File: config.mk
export PLATFORM = sky130hd
export DESIGN_NAME = sorted_value_table
export DESIGN_NICKNAME = d
export VERILOG_FILES = /design/src/rtl/core/svt_pkg.sv /design/src/rtl/core/svt_cell.sv /design/src/rtl/core/sorted_value_table.sv
export SDC_FILE = /design/constraint.sdc
export NUM_CORES = 2
export LEC_CHECK = 0
export BUFFER_PORTS_ARGS = -buffer_cell sky130_fd_sc_hd__buf_2
export CAP_MARGIN = 20
export CORE_ASPECT_RATIO = 1.25
export CORE_MARGIN = 5
export CORE_UTILIZATION = 44
export DETAILED_ROUTE_END_ITERATION = 10
export MAX_ROUTING_LAYER = met4
export PLACE_DENSITY = 0.65
export SYNTH_ARGS = -nofsm -noshare
export SYNTH_HDL_FRONTEND = slang
export SYNTH_SLANG_ARGS = --single-unit
File: constraint.sdc
create_clock -name clk -period 6.9 [get_ports clk]
set_clock_uncertainty 0.05 [all_clocks]
set_input_delay 1.035 -clock clk [delete_from_list [all_inputs] [get_ports clk]]
set_output_delay 1.035 -clock clk [all_outputs]
set_load 0.02 [all_outputs]
File: src/rtl/core/svt_pkg.sv
// types and constants shared by the sorted value table cells and top level
// no dependencies
`default_nettype none

package svt_pkg;

    typedef logic signed [31:0] key_t;

    typedef logic [1:0] req_code_t;

    localparam req_code_t REQ_INSERT = 2'd0;
    localparam req_code_t REQ_SEARCH = 2'd1;
    localparam req_code_t REQ_REMOVE = 2'd2;

    // shift commands broadcast to every cell in the apply cycle
    typedef struct packed {
        logic ins;
        logic rem;
    } svt_cmd_t;

endpackage

`default_nettype wire

File: src/rtl/core/svt_cell.sv
// one slot of the sorted chain: stored entry plus compare flags
// depends on svt_pkg
`default_nettype none

module svt_cell (
    input  logic             clk,
    input  logic             sample,
    input  svt_pkg::key_t    value,
    input  logic             occ,
    input  logic             tail,
    input  svt_pkg::svt_cmd_t cmd,
    input  svt_pkg::key_t    key,
    input  logic             left_gt,
    input  svt_pkg::key_t    left_entry,
    input  svt_pkg::key_t    right_entry,
    output svt_pkg::key_t    entry,
    output logic             gt,
    output logic             eq
);
    import svt_pkg::*;

    key_t entry_reg;
    key_t entry_next;
    logic gt_reg;
    logic eq_reg;

    always_comb
    begin
        priority if (cmd.ins)
        begin
            // larger entries move up one slot, the new key lands at the boundary
            if (left_gt)
                entry_next = left_entry;
            else if (gt_reg || tail)
                entry_next = key;
            else
                entry_next = entry_reg;
        end
        else if (cmd.rem && (gt_reg || eq_reg))
        begin
            // first match and everything above it move down one slot
            entry_next = right_entry;
        end
        else
        begin
            entry_next = entry_reg;
        end
    end

    always_ff @(posedge clk)
    begin
        if (sample)
        begin
            gt_reg <= occ && (entry_reg > value);
            eq_reg <= occ && (entry_reg == value);
        end
        entry_reg <= entry_next;
    end

    assign entry = entry_reg;
    assign gt    = gt_reg;
    assign eq    = eq_reg;

endmodule

`default_nettype wire

File: src/rtl/core/sorted_value_table.sv
// sorted value table: ascending chain of compare-and-shift cells
// an item is taken at the edge with start high and busy low; busy is high for
// one cycle after that, and done pulses in the cycle after, so a new item can
// be taken in the cycle that done is high. the cells register their compare
// flags at the accept edge and shift at the end of the apply cycle.
// reset clears the count and control; cell contents are unwritten until used
`default_nettype none

module sorted_value_table #(
    parameter int DEPTH = 16
) (
    input  logic                clk,
    input  logic                rst_n,
    input  logic                start,
    output logic                busy,
    input  svt_pkg::req_code_t  req_type,
    input  svt_pkg::key_t       value,
    output logic                done,
    output logic                hit,
    output logic                rejected,
    output logic [4:0]          entry_count
);
    import svt_pkg::*;

    localparam int CNT_W = $clog2(DEPTH + 1);
    localparam logic [CNT_W-1:0] FULL_CNT = CNT_W'(DEPTH);

    typedef enum logic [1:0] {
        ST_IDLE  = 2'b01,
        ST_APPLY = 2'b10
    } state_t;

    state_t           state_reg;
    state_t           state_next;
    logic [CNT_W-1:0] count_reg;
    logic [CNT_W-1:0] count_next;
    req_code_t        op_reg;
    key_t             key_reg;
    logic             done_reg;
    logic             hit_reg;
    logic             hit_next;
    logic             rej_reg;
    logic             rej_next;

    logic             accept;
    logic             found;
    logic             full;
    svt_cmd_t         cmd;

    key_t             entry_vec [DEPTH];
    logic [DEPTH-1:0] gt_vec;
    logic [DEPTH-1:0] eq_vec;
    logic [CNT_W+4:0] count_ext;

    assign accept = start && !busy;
    assign found  = |eq_vec;
    assign full   = (count_reg == FULL_CNT);

    always_comb
    begin
        cmd.ins    = 1'b0;
        cmd.rem    = 1'b0;
        hit_next   = 1'b0;
        rej_next   = 1'b0;
        count_next = count_reg;
        state_next = state_reg;
        unique case (state_reg)
            ST_IDLE:
            begin
                if (accept)
                    state_next = ST_APPLY;
            end
            ST_APPLY:
            begin
                state_next = ST_IDLE;
                if (op_reg == REQ_INSERT)
                begin
                    if (full)
                        rej_next = 1'b1;
                    else
                    begin
                        cmd.ins    = 1'b1;
                        count_next = count_reg + 1'b1;
                    end
                end
                else if (op_reg == REQ_SEARCH)
                begin
                    hit_next = found;
                end
                else if (op_reg == REQ_REMOVE)
                begin
                    hit_next = found;
                    if (found)
                    begin
                        cmd.rem    = 1'b1;
                        count_next = count_reg - 1'b1;
                    end
                end
            end
            default:
            begin
                state_next = ST_IDLE;
            end
        endcase
    end

    genvar i;
    generate
        for (i = 0; i < DEPTH; i++)
        begin : g_cell
            logic left_gt;
            key_t left_entry;
            key_t right_entry;

            if (i == 0)
            begin : g_first
                assign left_gt    = 1'b0;
                assign left_entry = entry_vec[0];
            end
            else
            begin : g_mid
                assign left_gt    = gt_vec[i-1];
                assign left_entry = entry_vec[i-1];
            end

            if (i == DEPTH - 1)
            begin : g_last
                assign right_entry = entry_vec[i];
            end
            else
            begin : g_inner
                assign right_entry = entry_vec[i+1];
            end

            svt_cell u_cell (
                .clk         (clk),
                .sample      (accept),
                .value       (value),
                .occ         (CNT_W'(i) < count_reg),
                .tail        (CNT_W'(i) == count_reg),
                .cmd         (cmd),
                .key         (key_reg),
                .left_gt     (left_gt),
                .left_entry  (left_entry),
                .right_entry (right_entry),
                .entry       (entry_vec[i]),
                .gt          (gt_vec[i]),
                .eq          (eq_vec[i])
            );
        end
    endgenerate

    always_ff @(posedge clk or negedge rst_n)
    begin
        if (!rst_n)
        begin
            state_reg <= ST_IDLE;
            count_reg <= '0;
            done_reg  <= 1'b0;
        end
        else
        begin
            state_reg <= state_next;
            count_reg <= count_next;
            done_reg  <= (state_reg == ST_APPLY);
        end
    end

    always_ff @(posedge clk)
    begin
        if (accept)
        begin
            op_reg  <= req_type;
            key_reg <= value;
        end
        if (state_reg == ST_APPLY)
        begin
            hit_reg <= hit_next;
            rej_reg <= rej_next;
        end
    end

    assign count_ext   = {5'b0, count_reg};
    assign busy        = (state_reg != ST_IDLE);
    assign done        = done_reg;
    assign hit         = hit_reg;
    assign rejected    = rej_reg;
    assign entry_count = count_ext[4:0];

    a_count_bound: assert property (@(posedge clk) disable iff (!rst_n)
        count_reg <= FULL_CNT)
        else $error("entry count above table depth");

    a_accept_busy: assert property (@(posedge clk) disable iff (!rst_n)
        accept |=> busy && !done)
        else $error("accepted item did not enter the apply cycle");

    a_done_follows: assert property (@(posedge clk) disable iff (!rst_n)
        busy |=> done && !busy)
        else $error("apply cycle did not produce a result");

    a_reject_full: assert property (@(posedge clk) disable iff (!rst_n)
        done && rejected |-> !hit && $stable(count_reg) && full)
        else $error("rejected insert with table not full");

    a_count_step: assert property (@(posedge clk) disable iff (!rst_n)
        !busy |=> $stable(count_reg))
        else $error("count changed outside the apply cycle");

endmodule

`default_nettype wire

# Word level (Yosys, flattened, before mapping)
# Index checks and enable logic that the tools add are counted.
[totals]
register_bits = 588
input_bits = 37
elab_cells = 340
[op_classes]
n_addsub = 2
magnitude_cmp = 32
eq_ne = 55
n_mux = 78
reduce_logical = 118
[ops]
columns = ["op", "n"]
rows = [
  ["32-bit 2-to-1 mux", 61],
  ["32-bit equality test", 16],
  ["32-bit greater-than comparator", 16],
  ["1-bit logical AND", 48],
  ["3-bit by 1-bit inequality test with 1-bit output, second input constant", 14],
  ["4-bit by 5-bit equality test with 1-bit output, first input constant", 8],
  ["4-bit by 5-bit < comparator with 1-bit output, first input constant", 8],
  ["2-bit nonzero test", 18],
  ["2-bit AND reduction", 16],
  ["1-bit logical OR", 31],
  ["5-bit 2-to-1 mux", 5],
  ["3-bit by 5-bit equality test with 1-bit output, first input constant", 4],
  ["3-bit by 5-bit < comparator with 1-bit output, first input constant", 4],
  ["16-bit OR reduction", 1],
  ["2-bit by 5-bit equality test with 1-bit output, first input constant", 2],
  ["1-bit by 5-bit < comparator with 1-bit output, first input constant", 2],
  ["2-bit by 5-bit < comparator with 1-bit output, first input constant", 2],
  ["1-bit 2-to-1 mux", 9],
  ["2-bit 2-to-1 mux", 3],
  ["2-bit inequality test, second input constant", 3],
  ["5-bit by 1-bit adder with 5-bit output, second input constant", 1],
  ["1-bit by 5-bit equality test with 1-bit output, first input constant", 1],
  ["5-bit equality test, second input constant", 1],
  ["5-bit zero test", 1],
  ["7 further kinds", 10],
]

# Longest topological paths before layout
[logic_depth]
ltp_word = 9
ltp_mapped = 10
ltp_nobuf = 8

# Hierarchy
# A second synthesis with hierarchy kept.
[hier_totals]
cells_unflattened = 4301
area_unflattened_um2 = 42285.6
[by_module_without_submodules]
columns = ["mod", "instances", "cells_per_inst", "area_each_um2"]
rows = [
  ["svt_cell", 16, 260, 2524.9],
  ["sorted_value_table", 1, 141, 1886.8],
]

# Worst setup path after synthesis
# No wires, ideal clock.
[synth_timing]
path_kind = "reg-to-reg"
start = "reg count_reg[1] (netlist: entry_count[1])"
end = "reg g_cell[0].u_cell.entry_reg[0], enable pin"
setup_ns = 0.432
arrival_ns = 3.203
required_time_ns = 6.418
setup_slack_ns = 3.215
path_stages_with_launch = 9
period_less_slack_ns = 3.685
cell_sequence = "dfrtp_1 inv_1 ha_1 nand3_1 and3_1 buf_2 a31oi_2 buf_2 a21oi_1"
[synth_via]
elab_chain_len = 6
word_cells_on_any_way = 9
classes_between = "eq/ne (2); mux (3); reduce/logical (4)"
[synth_lines]
columns = ["item", "line_no", "rtl"]
rows = [
  ["start, declared", "sorted_value_table.sv:35", "logic [CNT_W-1:0] count_reg;"],
  ["start signal, assigned", "sorted_value_table.sv:164", "count_reg <= count_next;"],
  ["5-bit equality test", "sorted_value_table.sv:57", "assign full = (count_reg == FULL_CNT);"],
  ["1-bit 2-to-1 mux", "sorted_value_table.sv:78", "if (full)"],
  ["1-bit 2-to-1 mux", "sorted_value_table.sv:76", "if (op_reg == REQ_INSERT)"],
  ["2-bit 2-to-1 mux", "sorted_value_table.sv:67", "unique case (state_reg)"],
  ["2-bit by 1-bit inequality test with 1-bit output (no line) / 2-bit nonzero test (equally long branches)", "n/a", ""],
  ["2-bit AND reduction (no line) (*)", "n/a", ""],
  ["end signal, assigned", "svt_cell.sv:57", "entry_reg <= entry_next;"],
  ["end, declared", "svt_cell.sv:22", "key_t entry_reg;"],
]
# Mark *: on every way between the ends. The rest lies on a longest branch, timed or not.
# A chain may end at the register's enable or synchronous reset.

# Worst setup path after layout
[layout_timing]
start = "in value[14]"
end = "reg g_cell[8].u_cell.gt_reg (data pin)"
[layout_via]
elab_chain_len = 2
[layout_lines]
columns = ["item", "line_no", "rtl"]
rows = [
  ["start, declared", "sorted_value_table.sv:17", "input svt_pkg::key_t value,"],
  ["32-bit greater-than comparator", "svt_cell.sv:54", "gt_reg <= occ && (entry_reg > value);"],
  ["1-bit logical AND", "svt_cell.sv:54", ""],
  ["end signal, assigned", "svt_cell.sv:54", ""],
  ["end, declared", "svt_cell.sv:24", "logic gt_reg;"],
]
# No other way between the ends.

==> metrics.csv <==
metric;value;unit
status;finished clean;
fin_util;48.2;%
cp.arrival;4.37;ns
synth_edf_count;580;
synthAdderAreaFrac;16.2;%
synth_nets;4377;
setup_tns;0;ns
synthDistinctLibCells;62;
synth_top_family_by_area;adder cells;
die_area;97200;sq um
ant_nets;0;
layout_setup_ws;2.84;ns
area_growth;8.53;%
htreeDepth;3;
slowest_stage;a221oi_1;
largest_register_ffs;512;
fin_crit_sh;58.8;%
place_congestion;0.971;
synth_area;40000;sq um
cp_max_fo;16;
num_rows;123;
clkLatencyLatePin;0.63;ns
postCtsHoldBufs;0;
tightest_slew;1.34;ns
synth_xor_area_share;0.109;%
via_count;30600;
most-common-layout-cells;nand2_1 (664), edfxtp_1 (580), ha_1 (517), mux2i_1 (451), o21ai_1 (424);
clk_pin_slew;0.06;ns
io_buffers;45;
worstPathRequired;7.21;ns
dominantRegCellSynth;edfxtp_1;
cts_resized;0;
cts_root_buffer;clkbuf_16;
peakVddDrop;200;uV
die_x;280;microns
startpoint_type;input pin;
yosys.area_share.simple;12.0;%
setup_viol;0;
detail_route.iter0.violations;3181;
grt_use_total;25.7;%
synth-compound-area-share;12.3;%
rsz0062_at_grt;no;
cts_made_buffers;66;
grt_first_pass_wirelength;187000;microns
ys_seq_area_share;44.0;%
viasPerCell;6.10;
max_freq;246;MHz
power_density;222;nW/um^2
grt_overflow_total;0;
cts.sinks;588;
max_stage_delay;0.91;ns
hold_viol;0;
ys_ff_latch;588;
drive_above_1_share;6.54;%
first_global_vias;29500;
core;90200;sq um
synth_area_leaders;edfxtp_1 (44%), ha_1 (16%), mux2i_1 (11%), nand2_1 (6.2%), o21ai_1 (5.3%);
crit_path_cell_trace;buf_2, inv_1, ha_1, a21oi_1, nand2_1, a221oi_1, a31oi_1, a2111oi_1, mux2_1;
routedWlPerCell;24.9;microns
max_cap_viol_count;0;
hold_path.class;in -> async;
cts_tree;done;
pre_cts_ws;2.34;ns
syn_inst;3823;
cp-end-kind;flop;
ys_async_sr_fraction;1.36;%
syn-mean-instance-area;10.5;sq um
critical_path_class;in -> reg;
start_util;44.4;%
p_leak;0.0184;uW
grt_max_degree;243;
ios;46;
ys_warn_count;0;
drt_pass1_iterations;7;
hpwlAfterDp;90200;microns
die_y;347;microns
antenna_found_initial;4;
period_needed;4.06;ns
holdWs;0.207;ns
final_common_cell;nand2_1;
slew_violations;0;
relSlewSlack;9.54;%
synth_largest_area_cell;edfxtp_1;
nets;4327;
post_cts_buffers;0;
synthDominantCellAreaShare;43.5;%
synth_mux_area_share;12.5;%
remaining_drc_errors;0;
max-clock-path-buffers;3;
routed_wl;125000;microns
## cells by family after synthesis
group / count (synthesis)
AO/OA/AOI/OAI: 882
XOR/XNOR: 5
adder cells (fa/ha/maj): 517
buffers and inverters: 271
flip-flops: 588
multiplexers: 494
AND/OR/NAND/NOR: 1066
## power breakdown
part	internal, uW	switching, uW
Combinational	688	1080
Sequential	4060	264
Clock	2030	1530
Total	6780	2880
## worst paths after layout
| kind | depth (start not counted) | slack, ns | from | end |
|---|---|---|---|---|
| setup / recovery | 9 | 2.84 | value[14] | g_cell[8].u_cell.gt$_DFFE_PP_ |
| hold / removal | 1 | 0.21 | rst_n | state_reg[1]$_DFFE_PN0P_ |
| setup reg to reg | 7 | 3.06 | entry_count[1]$_DFFE_PN0P_ | g_cell[1].u_cell.entry[16]$_DFFE_PP_ |
| hold reg to reg | 2 | 0.52 | g_cell[15].u_cell.entry[22]$_DFFE_PP_ | g_cell[14].u_cell.entry[22]$_DFFE_PP_ |
| max in group asynchronous | 1 | 6.36 | rst_n | state_reg[0]$_DFFE_PN1P_ |
| min in group clk | 2 | 0.52 | g_cell[15].u_cell.entry[22]$_DFFE_PP_ | g_cell[14].u_cell.entry[22]$_DFFE_PP_ |
## per-stage QoR
stage	std cells	cell area, sq um	total power [uW]
6_report	5013	43400	9650
5_1_grt	5012	43400	10000
4_1_cts	5006	43400	9670
3_5_place_dp	4890	41300	6130
3_3_place_gp	4887	41300	6100
2_1_floorplan	3823	40000	5530
## metal layers
layer	GRT usage, %	vias up	wire length, microns
met5	-	-	0
met4	11.6	0	6490
met3	3.35	223	8580
met2	39.6	1163	56900
met1	34.0	14900	53100
li1	-	14300	-
## Yosys cell counts, drive strengths merged (21+ instances only)
| master | count |
|---|---|
| nand2b | 23 |
| clkbuf | 136 |
| nand2 | 664 |
| nor2 | 96 |
| ha | 517 |
| mux2i | 451 |
| a211oi | 28 |
| nor4 | 23 |
| buf | 74 |
| a31oi | 21 |
| nand3 | 45 |
| a21oi | 196 |
| and4 | 22 |
| edfxtp | 580 |
| nand4 | 101 |
| inv | 61 |
| o21ai | 525 |
| nor2b | 38 |
| mux2 | 43 |
| a21o | 41 |
## worst max-delay path, delay by kind of cell
| family | cells | cell delay [ns] |
|---|---|---|
| fa+ha+maj | 1 | 0.38 |
| simple gates | 1 | 0.08 |
| buf+inv | 2 | 0.70 |
| compound gates | 4 | 1.72 |
| mux | 1 | 0.43 |
## final cells by class
type / instances / area, sq um
fill: 8325 / 46700
multi-input combinational: 2964 / 21400
sequential: 588 / 17600
clock buffer: 85 / 1840
tap: 1187 / 1490
timing repair buffer: 92 / 618
clock inverter: 31 / 256
inverter: 61 / 230
antenna: 5 / 12.5
Note: power is estimated with default switching activity, not from simulation.
